## config.mk

```make
export PLATFORM = sky130hd
export DESIGN_NAME = escape_aware_token_splitter
export DESIGN_NICKNAME = d
export VERILOG_FILES = /design/src/hdl/eats_pkg.sv /design/src/hdl/eats_decode.sv /design/src/hdl/eats_emit.sv /design/src/hdl/escape_aware_token_splitter.sv
export SDC_FILE = /design/constraint.sdc
export NUM_CORES = 1
export LEC_CHECK = 0
export BUFFER_PORTS_ARGS = -buffer_cell sky130_fd_sc_hd__buf_2
export CORE_ASPECT_RATIO = 0.75
export CORE_MARGIN = 2
export CORE_UTILIZATION = 50
export CTS_CLUSTER_DIAMETER = 80
export CTS_CLUSTER_SIZE = 28
export DETAILED_ROUTE_END_ITERATION = 16
export PLACE_DENSITY = 0.67
export SYNTH_ARGS = -nofsm -noshare
export SYNTH_HDL_FRONTEND = slang
export SYNTH_SLANG_ARGS = --single-unit
```

## constraint.sdc

```tcl
create_clock -name clock -period 15.49 [get_ports clock]
set_input_delay 0 -clock clock [delete_from_list [all_inputs] [get_ports clock]]
set_output_delay 0 -clock clock [all_outputs]
set_load 0.01 [all_outputs]
```

## src/hdl/eats_pkg.sv

```systemverilog
// Shared types, character codes and helpers for the escape-aware token splitter.
// No dependencies; used by eats_decode, eats_emit and escape_aware_token_splitter.
`timescale 1ns / 1ps

package eats_pkg;

   // Most results a single request can produce
   localparam int MaxRes = 7;
   // Most decoded bytes a single request can produce (expanded control escape)
   localparam int MaxCand = 6;

   // Character codes
   localparam logic [7:0] ChBackslash = 8'h5C;
   localparam logic [7:0] ChQuote     = 8'h22;
   localparam logic [7:0] ChQmark     = 8'h3F;
   localparam logic [7:0] ChZero      = 8'h30;
   localparam logic [7:0] ChNine      = 8'h39;
   localparam logic [7:0] ChLbracket  = 8'h5B;
   localparam logic [7:0] ChRbracket  = 8'h5D;
   localparam logic [7:0] ChLowerX    = 8'h78;

   // Escape letters
   localparam logic [7:0] EscN = 8'h6E;
   localparam logic [7:0] EscT = 8'h74;
   localparam logic [7:0] EscV = 8'h76;
   localparam logic [7:0] EscB = 8'h62;
   localparam logic [7:0] EscR = 8'h72;
   localparam logic [7:0] EscF = 8'h66;
   localparam logic [7:0] EscA = 8'h61;

   // Control bytes they stand for
   localparam logic [7:0] CtlNewline  = 8'h0A;
   localparam logic [7:0] CtlTab      = 8'h09;
   localparam logic [7:0] CtlVtab     = 8'h0B;
   localparam logic [7:0] CtlBackspc  = 8'h08;
   localparam logic [7:0] CtlReturn   = 8'h0D;
   localparam logic [7:0] CtlFormfeed = 8'h0C;
   localparam logic [7:0] CtlBell     = 8'h07;

   // Register indexes on the csr port
   localparam logic [1:0] RegSep0 = 2'd0;
   localparam logic [1:0] RegSep1 = 2'd1;
   localparam logic [1:0] RegSep2 = 2'd2;
   localparam logic [1:0] RegSep3 = 2'd3;

   // Reset value of the low separator word: space only
   localparam logic [63:0] Sep0Reset = 64'h0000_0001_0000_0000;

   // One result item
   typedef struct packed {
      logic [7:0] data;
      logic       valid;
      logic       tend;
   } res_type;

   // All results caused by one request
   typedef struct packed {
      res_type [MaxRes-1:0] item;
      logic [2:0]           count;
      logic                 stream_end;
   } batch_type;

   // Upper-case hex digit text for a nibble
   function automatic logic [7:0] hex_char(input logic [3:0] nib);
      logic [7:0] wide;
      wide = {4'd0, nib};
      if (nib < 4'd10) return ChZero + wide;
      else return 8'd55 + wide;
   endfunction

endpackage

```

## src/hdl/eats_decode.sv

```systemverilog
// Escape decoder and token tracker: separator bitmap, escape state, result batch build.
// Depends on eats_pkg.
`timescale 1ns / 1ps

module eats_decode (
   input  logic                clock,
   input  logic                reset,
   input  logic                csr_we,
   input  logic [1:0]          csr_index,
   input  logic [63:0]         csr_wdata,
   input  logic [7:0]          in_byte,
   input  logic                in_last,
   input  logic                fire,
   output eats_pkg::batch_type batch
);

   typedef enum logic [1:0] {
      PH_IDLE,
      PH_ESC,
      PH_OCT1,
      PH_OCT2
   } phase_type;

   phase_type     phase_ff, phase_in;
   logic [7:0]    accum_ff, accum_in;
   logic          open_ff, open_in;
   logic [63:0]   sep0_ff, sep1_ff, sep2_ff, sep3_ff;
   logic [255:0]  sep_map;

   assign sep_map = {sep3_ff, sep2_ff, sep1_ff, sep0_ff};

   // Decode the byte into up to six candidate bytes, then split against the bitmap
   always_comb begin
      logic [7:0] cand [eats_pkg::MaxCand];
      logic [2:0] ncand;
      logic [7:0] code;
      logic       ctrl;
      logic [7:0] oct;
      logic [2:0] k;
      logic       open_v;
      for (int i = 0; i < eats_pkg::MaxCand; i++) cand[i] = 8'd0;
      ncand    = 3'd0;
      code     = 8'd0;
      ctrl     = 1'b0;
      oct      = {accum_ff[4:0], 3'b000} + (in_byte - eats_pkg::ChZero);
      phase_in = phase_ff;
      accum_in = accum_ff;

      case (phase_ff)
         PH_ESC: begin
            phase_in = PH_IDLE;
            case (in_byte)
               eats_pkg::EscN: begin ctrl = 1'b1; code = eats_pkg::CtlNewline; end
               eats_pkg::EscT: begin ctrl = 1'b1; code = eats_pkg::CtlTab; end
               eats_pkg::EscV: begin ctrl = 1'b1; code = eats_pkg::CtlVtab; end
               eats_pkg::EscB: begin ctrl = 1'b1; code = eats_pkg::CtlBackspc; end
               eats_pkg::EscR: begin ctrl = 1'b1; code = eats_pkg::CtlReturn; end
               eats_pkg::EscF: begin ctrl = 1'b1; code = eats_pkg::CtlFormfeed; end
               eats_pkg::EscA: begin ctrl = 1'b1; code = eats_pkg::CtlBell; end
               eats_pkg::ChBackslash: begin cand[0] = eats_pkg::ChBackslash; ncand = 3'd1; end
               eats_pkg::ChQuote: begin cand[0] = eats_pkg::ChQmark; ncand = 3'd1; end
               default: begin
                  if (in_byte inside {[eats_pkg::ChZero:eats_pkg::ChNine]}) begin
                     accum_in = in_byte - eats_pkg::ChZero;
                     phase_in = PH_OCT1;
                  end else begin
                     cand[0] = in_byte;
                     ncand   = 3'd1;
                  end
               end
            endcase
         end
         PH_OCT1: begin
            accum_in = oct;
            phase_in = PH_OCT2;
         end
         PH_OCT2: begin
            cand[0]  = oct;
            ncand    = 3'd1;
            accum_in = 8'd0;
            phase_in = PH_IDLE;
         end
         default: begin
            if (in_byte == eats_pkg::ChBackslash) begin
               phase_in = PH_ESC;
            end else begin
               cand[0] = in_byte;
               ncand   = 3'd1;
            end
         end
      endcase

      // Control escape: the byte itself if it separates, else its [0xNN] text
      if (ctrl) begin
         if (sep_map[code]) begin
            cand[0] = code;
            ncand   = 3'd1;
         end else begin
            cand[0] = eats_pkg::ChLbracket;
            cand[1] = eats_pkg::ChZero;
            cand[2] = eats_pkg::ChLowerX;
            cand[3] = eats_pkg::hex_char(code[7:4]);
            cand[4] = eats_pkg::hex_char(code[3:0]);
            cand[5] = eats_pkg::ChRbracket;
            ncand   = 3'd6;
         end
      end

      // Split candidates into token bytes and token-end markers
      batch  = '0;
      k      = 3'd0;
      open_v = open_ff;
      for (int i = 0; i < eats_pkg::MaxCand; i++) begin
         if (3'(i) < ncand) begin
            if (sep_map[cand[i]]) begin
               if (open_v) begin
                  batch.item[k] = '{data: 8'd0, valid: 1'b0, tend: 1'b1};
                  k      = k + 3'd1;
                  open_v = 1'b0;
               end
            end else begin
               batch.item[k] = '{data: cand[i], valid: 1'b1, tend: 1'b0};
               k      = k + 3'd1;
               open_v = 1'b1;
            end
         end
      end

      // End of string closes the token and resets the escape state
      if (in_last) begin
         if (open_v) begin
            batch.item[k] = '{data: 8'd0, valid: 1'b0, tend: 1'b1};
            k = k + 3'd1;
         end
         if (k == 3'd0) begin
            batch.item[0] = '0;
            k = 3'd1;
         end
         open_v           = 1'b0;
         phase_in         = PH_IDLE;
         accum_in         = 8'd0;
         batch.stream_end = 1'b1;
      end
      batch.count = k;
      open_in     = open_v;
   end

   // State and separator registers
   always_ff @(posedge clock) begin
      if (reset) begin
         phase_ff <= PH_IDLE;
         accum_ff <= 8'd0;
         open_ff  <= 1'b0;
         sep0_ff  <= eats_pkg::Sep0Reset;
         sep1_ff  <= 64'd0;
         sep2_ff  <= 64'd0;
         sep3_ff  <= 64'd0;
      end else begin
         if (fire) begin
            phase_ff <= phase_in;
            accum_ff <= accum_in;
            open_ff  <= open_in;
         end
         if (csr_we) begin
            case (csr_index)
               eats_pkg::RegSep0: sep0_ff <= csr_wdata;
               eats_pkg::RegSep1: sep1_ff <= csr_wdata;
               eats_pkg::RegSep2: sep2_ff <= csr_wdata;
               eats_pkg::RegSep3: sep3_ff <= csr_wdata;
               default: ;
            endcase
         end
      end
   end

endmodule

```

## src/hdl/eats_emit.sv

```systemverilog
// Result stage: holds one batch of results and hands them out one per cycle while rsp_tready is high.
// Depends on eats_pkg.
`timescale 1ns / 1ps

module eats_emit (
   input  logic                clock,
   input  logic                reset,
   input  logic                load,
   input  eats_pkg::batch_type batch,
   output logic                free,
   output logic                rsp_tvalid,
   input  logic                rsp_tready,
   output logic [7:0]          rsp_tdata,
   output logic [2:0]          rsp_tuser,
   output logic                rsp_tlast
);

   eats_pkg::res_type [eats_pkg::MaxRes-1:0] item_ff;
   logic [2:0] count_ff;
   logic [2:0] idx_ff;
   logic       stream_ff;
   logic       take;
   logic       final_item;
   eats_pkg::res_type cur;

   assign cur        = item_ff[idx_ff];
   assign final_item = (idx_ff == count_ff - 3'd1);
   assign rsp_tvalid = (count_ff != 3'd0);
   assign take       = rsp_tvalid && rsp_tready;
   assign free       = !rsp_tvalid || (take && final_item);

   assign rsp_tdata = cur.data;
   assign rsp_tuser = {stream_ff && final_item, cur.tend, cur.valid};
   assign rsp_tlast = final_item;

   // Payload of the batch
   always_ff @(posedge clock) begin
      if (load && batch.count != 3'd0) begin
         item_ff   <= batch.item;
         stream_ff <= batch.stream_end;
      end
   end

   // Count and read pointer
   always_ff @(posedge clock) begin
      if (reset) begin
         count_ff <= 3'd0;
         idx_ff   <= 3'd0;
      end else if (load) begin
         count_ff <= batch.count;
         idx_ff   <= 3'd0;
      end else if (take && final_item) begin
         count_ff <= 3'd0;
         idx_ff   <= 3'd0;
      end else if (take) begin
         idx_ff <= idx_ff + 3'd1;
      end
   end

endmodule

```

## src/hdl/escape_aware_token_splitter.sv

```systemverilog
// Top level of the escape-aware token splitter: request register, decoder, result stage.
// Depends on eats_pkg, eats_decode and eats_emit.
// A taken request waits in the request register until the result stage is free; its
// results are then registered in the result stage, which offers the first of them.
// Throughput: one request per cycle while each gives at most one result and rsp_tready is
// high; N results hold the result stage till taken (up to 7, for an expanded escape).
// Reset: synchronous; clears escape state, open token and pending results, and sets the
// separator bitmap to space only. No clearing pass.
`timescale 1ns / 1ps

module escape_aware_token_splitter (
   input  logic        clock,
   input  logic        reset,
   input  logic        csr_we,
   input  logic [1:0]  csr_index,
   input  logic [63:0] csr_wdata,
   input  logic        req_tvalid,
   output logic        req_tready,
   input  logic [7:0]  req_tdata,   // [7:0] in_byte
   input  logic        req_tlast,   // is_last
   output logic        rsp_tvalid,
   input  logic        rsp_tready,
   output logic [7:0]  rsp_tdata,   // [7:0] out_byte
   output logic [2:0]  rsp_tuser,   // [0] byte_valid, [1] token_end, [2] stream_end
   output logic        rsp_tlast    // run_last
);

   logic                valid_ff;
   logic [7:0]          byte_ff;
   logic                last_ff;
   logic                free;
   logic                fire;
   eats_pkg::batch_type batch;

   assign fire       = valid_ff && free;
   assign req_tready = !valid_ff || fire;

   // Request register
   always_ff @(posedge clock) begin
      if (reset) begin
         valid_ff <= 1'b0;
      end else if (req_tvalid && req_tready) begin
         valid_ff <= 1'b1;
      end else if (fire) begin
         valid_ff <= 1'b0;
      end
   end

   always_ff @(posedge clock) begin
      if (req_tvalid && req_tready) begin
         byte_ff <= req_tdata;
         last_ff <= req_tlast;
      end
   end

   eats_decode u_decode (
      .clock     (clock),
      .reset     (reset),
      .csr_we    (csr_we),
      .csr_index (csr_index),
      .csr_wdata (csr_wdata),
      .in_byte   (byte_ff),
      .in_last   (last_ff),
      .fire      (fire),
      .batch     (batch)
   );

   eats_emit u_emit (
      .clock      (clock),
      .reset      (reset),
      .load       (fire),
      .batch      (batch),
      .free       (free),
      .rsp_tvalid (rsp_tvalid),
      .rsp_tready (rsp_tready),
      .rsp_tdata  (rsp_tdata),
      .rsp_tuser  (rsp_tuser),
      .rsp_tlast  (rsp_tlast)
   );

endmodule

```

# == Word level (Yosys, flattened, before mapping) ==
# Index checks and enable logic that the tools add are counted.
# totals
regBits,351
in_bits,80
# classes
n_mux,122
add_sub_neg,14
n_lt_le_gt_ge,30
n_reduce_logical,35
bitwise_logic,18
n_eq_ne,18
# op_table
op,count
$mux 70,17
$not 63->63,6
$bwmux 70,5
$and 63x63->63,5
$demux 10 s3,6
$mux 10,10
$mux 3,24
$eq 8x7->1 const B,8
$and 9x63->63,1
$lt 8x9->1 const B,7
$bmux 1 s8,7
$mux 48,1
$mux 8,6
$pmux 8 s3,2
$mux 38,1
$or 7x7->7,5
$bmux 10 s3,1
$mux 1,30
$add 6x4->7 const A,4
$lt 3x4->1 const B,7
$pmux 4 s7,1
$add 3x1->3 const B,7
$ge 3x1->1 const B,6
$mux 5,3
other kinds (36),67

# == Logic depth before layout (Yosys ltp) ==
# logic_depth
ltp_word,40
mapped_depth,49

# == Modules after synthesis ==
# A second synthesis with hierarchy kept.
# unflattened
hier_cells,2514
area_unflattened_um2,19576.3
# by_module_without_submodules
module,cells_per_inst,area_each_um2,n_inst,seq_area_each_um2
eats_decode,2321,16211.8,1,5285.1
eats_emit,178,3031.7,1,2252.2
escape_aware_token_splitter,15,332.8,1,290.3

# == Worst setup path before layout ==
# No wires, ideal clock.
# synth_timing
path_type,register to register
start,register byte_ff[4]
end,"register u_emit.item_ff[0] (netlist bit), enable pin"
arrival_time_ps,11805
n_path_buf,3
period_less_slack_ps,12311
stages_incl_launch_ff,41
setup_slack_ps,3179
t_required_ps,14984
cell_sequence,edfxtp_1 inv_1 ha_1 and4bb_2 a31o_2 nand2_1 mux2i_1 a2111o_1 and3_1 buf_2 buf_2 nand2_1 a21boi_0 nor3_1 a211oi_1 o211ai_2 and4_1 o31ai_2 [5 not listed] inv_2 buf_2 ha_1 a21o_1 nand2_1 clkinv_1 ha_1 a31oi_1 clkinv_1 ha_1 a311oi_4 nor2_2 ha_1 nand3_1 o31ai_2 ha_1 mux2i_1 o211ai_1
# synth_between
elab_chain_len,39
# synth_lines
item,line_no,rtl
"start, declared",escape_aware_token_splitter.sv:29,logic [7:0] byte_ff;
"start signal, assigned",escape_aware_token_splitter.sv:51,byte_ff <= req_tdata;
$eq 8x7->1,eats_decode.sv:52,case (in_byte)
$pmux 4 s7,eats_decode.sv:52,
$mux 8,eats_decode.sv:49,case (phase_ff)
$bmux 1 s8,eats_decode.sv:95,if (sep_map[code]) begin
$mux 1 (implied by the code),eats_decode.sv:95,
$mux 8,eats_decode.sv:95,
$mux 48,eats_decode.sv:94,if (ctrl) begin
$bmux 1 s8,eats_decode.sv:115,if (sep_map[cand[i]]) begin
[23 not listed],-,
$add 3x1->3,eats_decode.sv:133,k = k + 3'd1;
$mux 3,eats_decode.sv:131,if (open_v) begin
$mux 3,eats_decode.sv:130,if (in_last) begin
$logic_not 3->1,eats_decode.sv:135,if (k == 3'd0) begin
$mux 3,eats_decode.sv:135,
$mux 3 *,eats_decode.sv:130,
$reduce_bool 3->1 *,eats_emit.sv:38,if (load && batch.count != 3'd0) begin
$logic_and 1x1->1 *,eats_emit.sv:38,
"end signal, assigned",eats_emit.sv:39,item_ff <= batch.item;
"end, declared",eats_emit.sv:18,eats_pkg::res_type [eats_pkg::MaxRes-1:0] item_ff;
# Mark *: on every way between the ends. The rest lies on a longest branch, timed or not. The select of a mux whose other input is x is not followed.
# A chain may end at the register's enable or synchronous reset.

# == Worst setup path in the final report ==
# layout_timing
start,register byte_ff[4]
end,"register u_emit.item_ff[1] (netlist bit), enable pin"
# The elaborated chain is that of the path after synthesis.

==> metrics.cfg <==
[run_status]
outcome=completed

[worst_setup_path]
cp-startpoint=byte_ff[4]
cp_slowest_cell=and3_4
arrival_ns=13.90
ff2ff_path_depth=45
crit_path_end=u_emit.item_ff[1]
crit_buf_inv=7
crit_required_ns=15.64
crit_path_end_kind=flip-flop
crit_top_cell=ha_1
start_kind=flip-flop
cpPeakStageDelay_ns=0.70
reg2reg_slack_ns=1.75
path_depth=45
crit_family=compound AO/OA/AOI/OAI gates
criticalPathCategory=reg2reg
path_max_fanout=65
rr_endpoint=u_emit.item_ff[1]
worstReg2RegStart=byte_ff[4]

[pwr]
peakVddDrop_uv=65.5
power_mw=1.86
p_leak_nw=7.34
power_density_nw_per_um2=89.0

[placed_design]
globalplace.congestion=0.984
numPortBuffers=93
hpwl_mm=44.6

[grt]
antenna_found_initial=0
track_usage_pct=32.3
grt_pass1_vias=17100
grt_max_degree=113
overflow=0
grt_pass1_wl_mm=100

[cells_and_area]
fill_cells=3557
syn2layout_area_growth_pct=10.6
regArea_um2=7650
drive_above_1_share_pct=9.20
final_util_pct=56.3
multi_input_area_um2=10500
nets=2626
antenna_cells=0

[sta]
post-route-period-util_pct=88.7
drv_slew=0
worst_pin_slew_ns=1.37
max_freq_mhz=72.8
rsz0062_at_grt=no
min_period_ns=13.74
skew_ns=0.0249
whs_ns=0.0220
max-slew-margin-rel_pct=6.06
hold_viol=0
finalSetupTns_ns=0
setup_viol=0

[logic_synthesis]
ys_ff_latch=345
ys_types=108
synth-edff-count=74
synthCells=2476
yosys-top-cells-area=dfxtp_1, nand2_1, edfxtp_1, a21oi_1, mux2i_1
avgSynthCellArea_um2=7.64
synth_most_common_cell=nand2_1
syn_nets=2575
ys_warn_count=0
synth-seq-area-share_pct=40.4
syn_area_um2=18900
synth-async-reset-ratio_pct=0
synth_top_area_share_pct=28.7
synth_area_leader_cell=dfxtp_1
synth_top_cells_by_count=nand2_1, a21oi_1, dfxtp_1, nand3_1, clkbuf_1
synth_flop_cell=dfxtp_1

[die]
rows=61
ios=94
die_area_um2=39400
start_util_pct=50.9
core_region_area_um2=37200
fp.dieH_um=172
die_w_um=229

[detailed_routing]
firstDrtPassIters=6
ant_nets=0
drt_iter0_drc=2571
wl_per_cell_um=21.5
vias=18700
vias_per_cell=6.17
drc=0
drt-total-wl_mm=65.2

[job]
maxCapViolCount=0

[cts]
cts_tree=built
clkSinkCount=345
cts_root_buf=clkbuf_16
h-tree-depth=1
cts_buffers=17
clk_pin_slew_worst_paths_ns=0.11
hold_buffers=75
worstSkewPairLatency_ns=0.54
cts_resized=0
clock_path_buffers=3
post_cts_buffers=0

[hold_path]
hold_path.class=in2reg

==> metrics by stage <==
stage | std cells | setup slack [ns] | cell area, um2
floorplan | 2476 | 3.18 | 18900
global placement | 2937 | 2.73 | 19600
detailed placement | 2937 | 2.05 | 19600
CTS | 3036 | 1.96 | 20900
global route | 3036 | 0.795 | 20900
finish | 3036 | 1.75 | 20900
==> cells by family after synthesis <==
group / Yosys count / share of synthesized area, %
compound gates: 585 / 19.6
xor+xnor: 23 / 1.06
fa+ha+maj: 19 / 1.30
buf+inv: 198 / 4.41
flops: 345 / 40.4
mux: 86 / 5.30
simple gates: 1220 / 27.9
==> metal layers <==
metal,share of wire [%],track usage (%),vias to the layer above,wire (um)
li1,-,-,8722,-
met5,0,0,-,0
met3,11,5.19,104,6930
met1,46,49.2,8921,29700
met2,41,47.7,994,27000
met4,2.3,6.71,0,1470
==> registers in the layout, summed over array words and instances (netlist names) <==
name / cells
u_emit.idx_ff: 3
u_decode.open_ff: 1
valid_ff: 1
u_decode.sep0_ff: 64
u_emit.item_ff: 64
u_decode.sep2_ff: 64
last_ff: 1
u_decode.phase_ff: 2
byte_ff: 8
u_decode.sep1_ff: 64
u_emit.count_ff: 3
u_decode.sep3_ff: 64
u_emit.stream_ff: 1
u_decode.accum_ff: 5
==> worst reg2reg max path, delay by kind of cell (launching register included) <==
kind | cells | cell delay, ns
flip-flops | 1 | 0.51
multiplexers | 2 | 0.90
XOR/XNOR | 3 | 0.63
adder cells (fa/ha/maj) | 6 | 2.11
AND/OR/NAND/NOR | 10 | 2.48
buffers and inverters | 7 | 2.48
AO/OA/AOI/OAI | 17 | 4.18
==> where the power goes <==
| group | leakage (nW) | switching, mW | internal (mW) | total (mW) |
|---|---|---|---|---|
| registers | 2.95 | 0.0223 | 0.959 | 0.981 |
| clock network | 0.266 | 0.312 | 0.247 | 0.559 |
| logic | 4.13 | 0.215 | 0.107 | 0.322 |
| total | 7.34 | 0.549 | 1.31 | 1.86 |
==> layout by cell type (no fill, tap or decap), types with 9 or more instances in the layout <==
master / instances
nand2b_1: 9
xnor2_1: 13
nand3b_1: 9
nand4_1: 39
mux2_2: 9
mux2i_1: 64
a21oi_1: 344
buf_4: 35
and3_1: 17
buf_2: 92
a31oi_1: 14
clkbuf_16: 17
o31ai_1: 10
nand3_1: 119
nand2_1: 812
edfxtp_1: 74
mux4_2: 10
dfxtp_1: 271
o21ai_0: 37
ha_1: 18
nor3_1: 24
a32oi_1: 17
o22ai_1: 9
nor2_1: 110
xor2_1: 10
a21o_1: 11
a22oi_1: 11
o211ai_1: 12
dlygate4sd3_1: 75
and2_1: 14
inv_1: 21
o21a_1: 9
==> worst min path at each step <==
stage                            start                to  depth (start not counted)  slack (ns)
after floorplan           req_tdata[0]        byte_ff[0]                          0         0.1
after global placement       req_tlast           last_ff                          1        0.18
after detailed placement  req_tdata[7]        byte_ff[7]                          1        0.18
after CTS                        reset  u_decode.open_ff                          2        0.06
after global routing             reset  u_decode.open_ff                          2        0.09
final                            reset  u_decode.open_ff                          2        0.02
==> layout make-up <==
class	count	share of cell area (%)
well taps	504	3.01
inverters	27	0.496
flip-flops and latches	345	36.5
clock buffers	19	2.12
multi-input cells	1933	50.2
clock inverters	5	0.496
repair buffers	203	7.11
No activity file was read; power rests on OpenSTA's default activity.
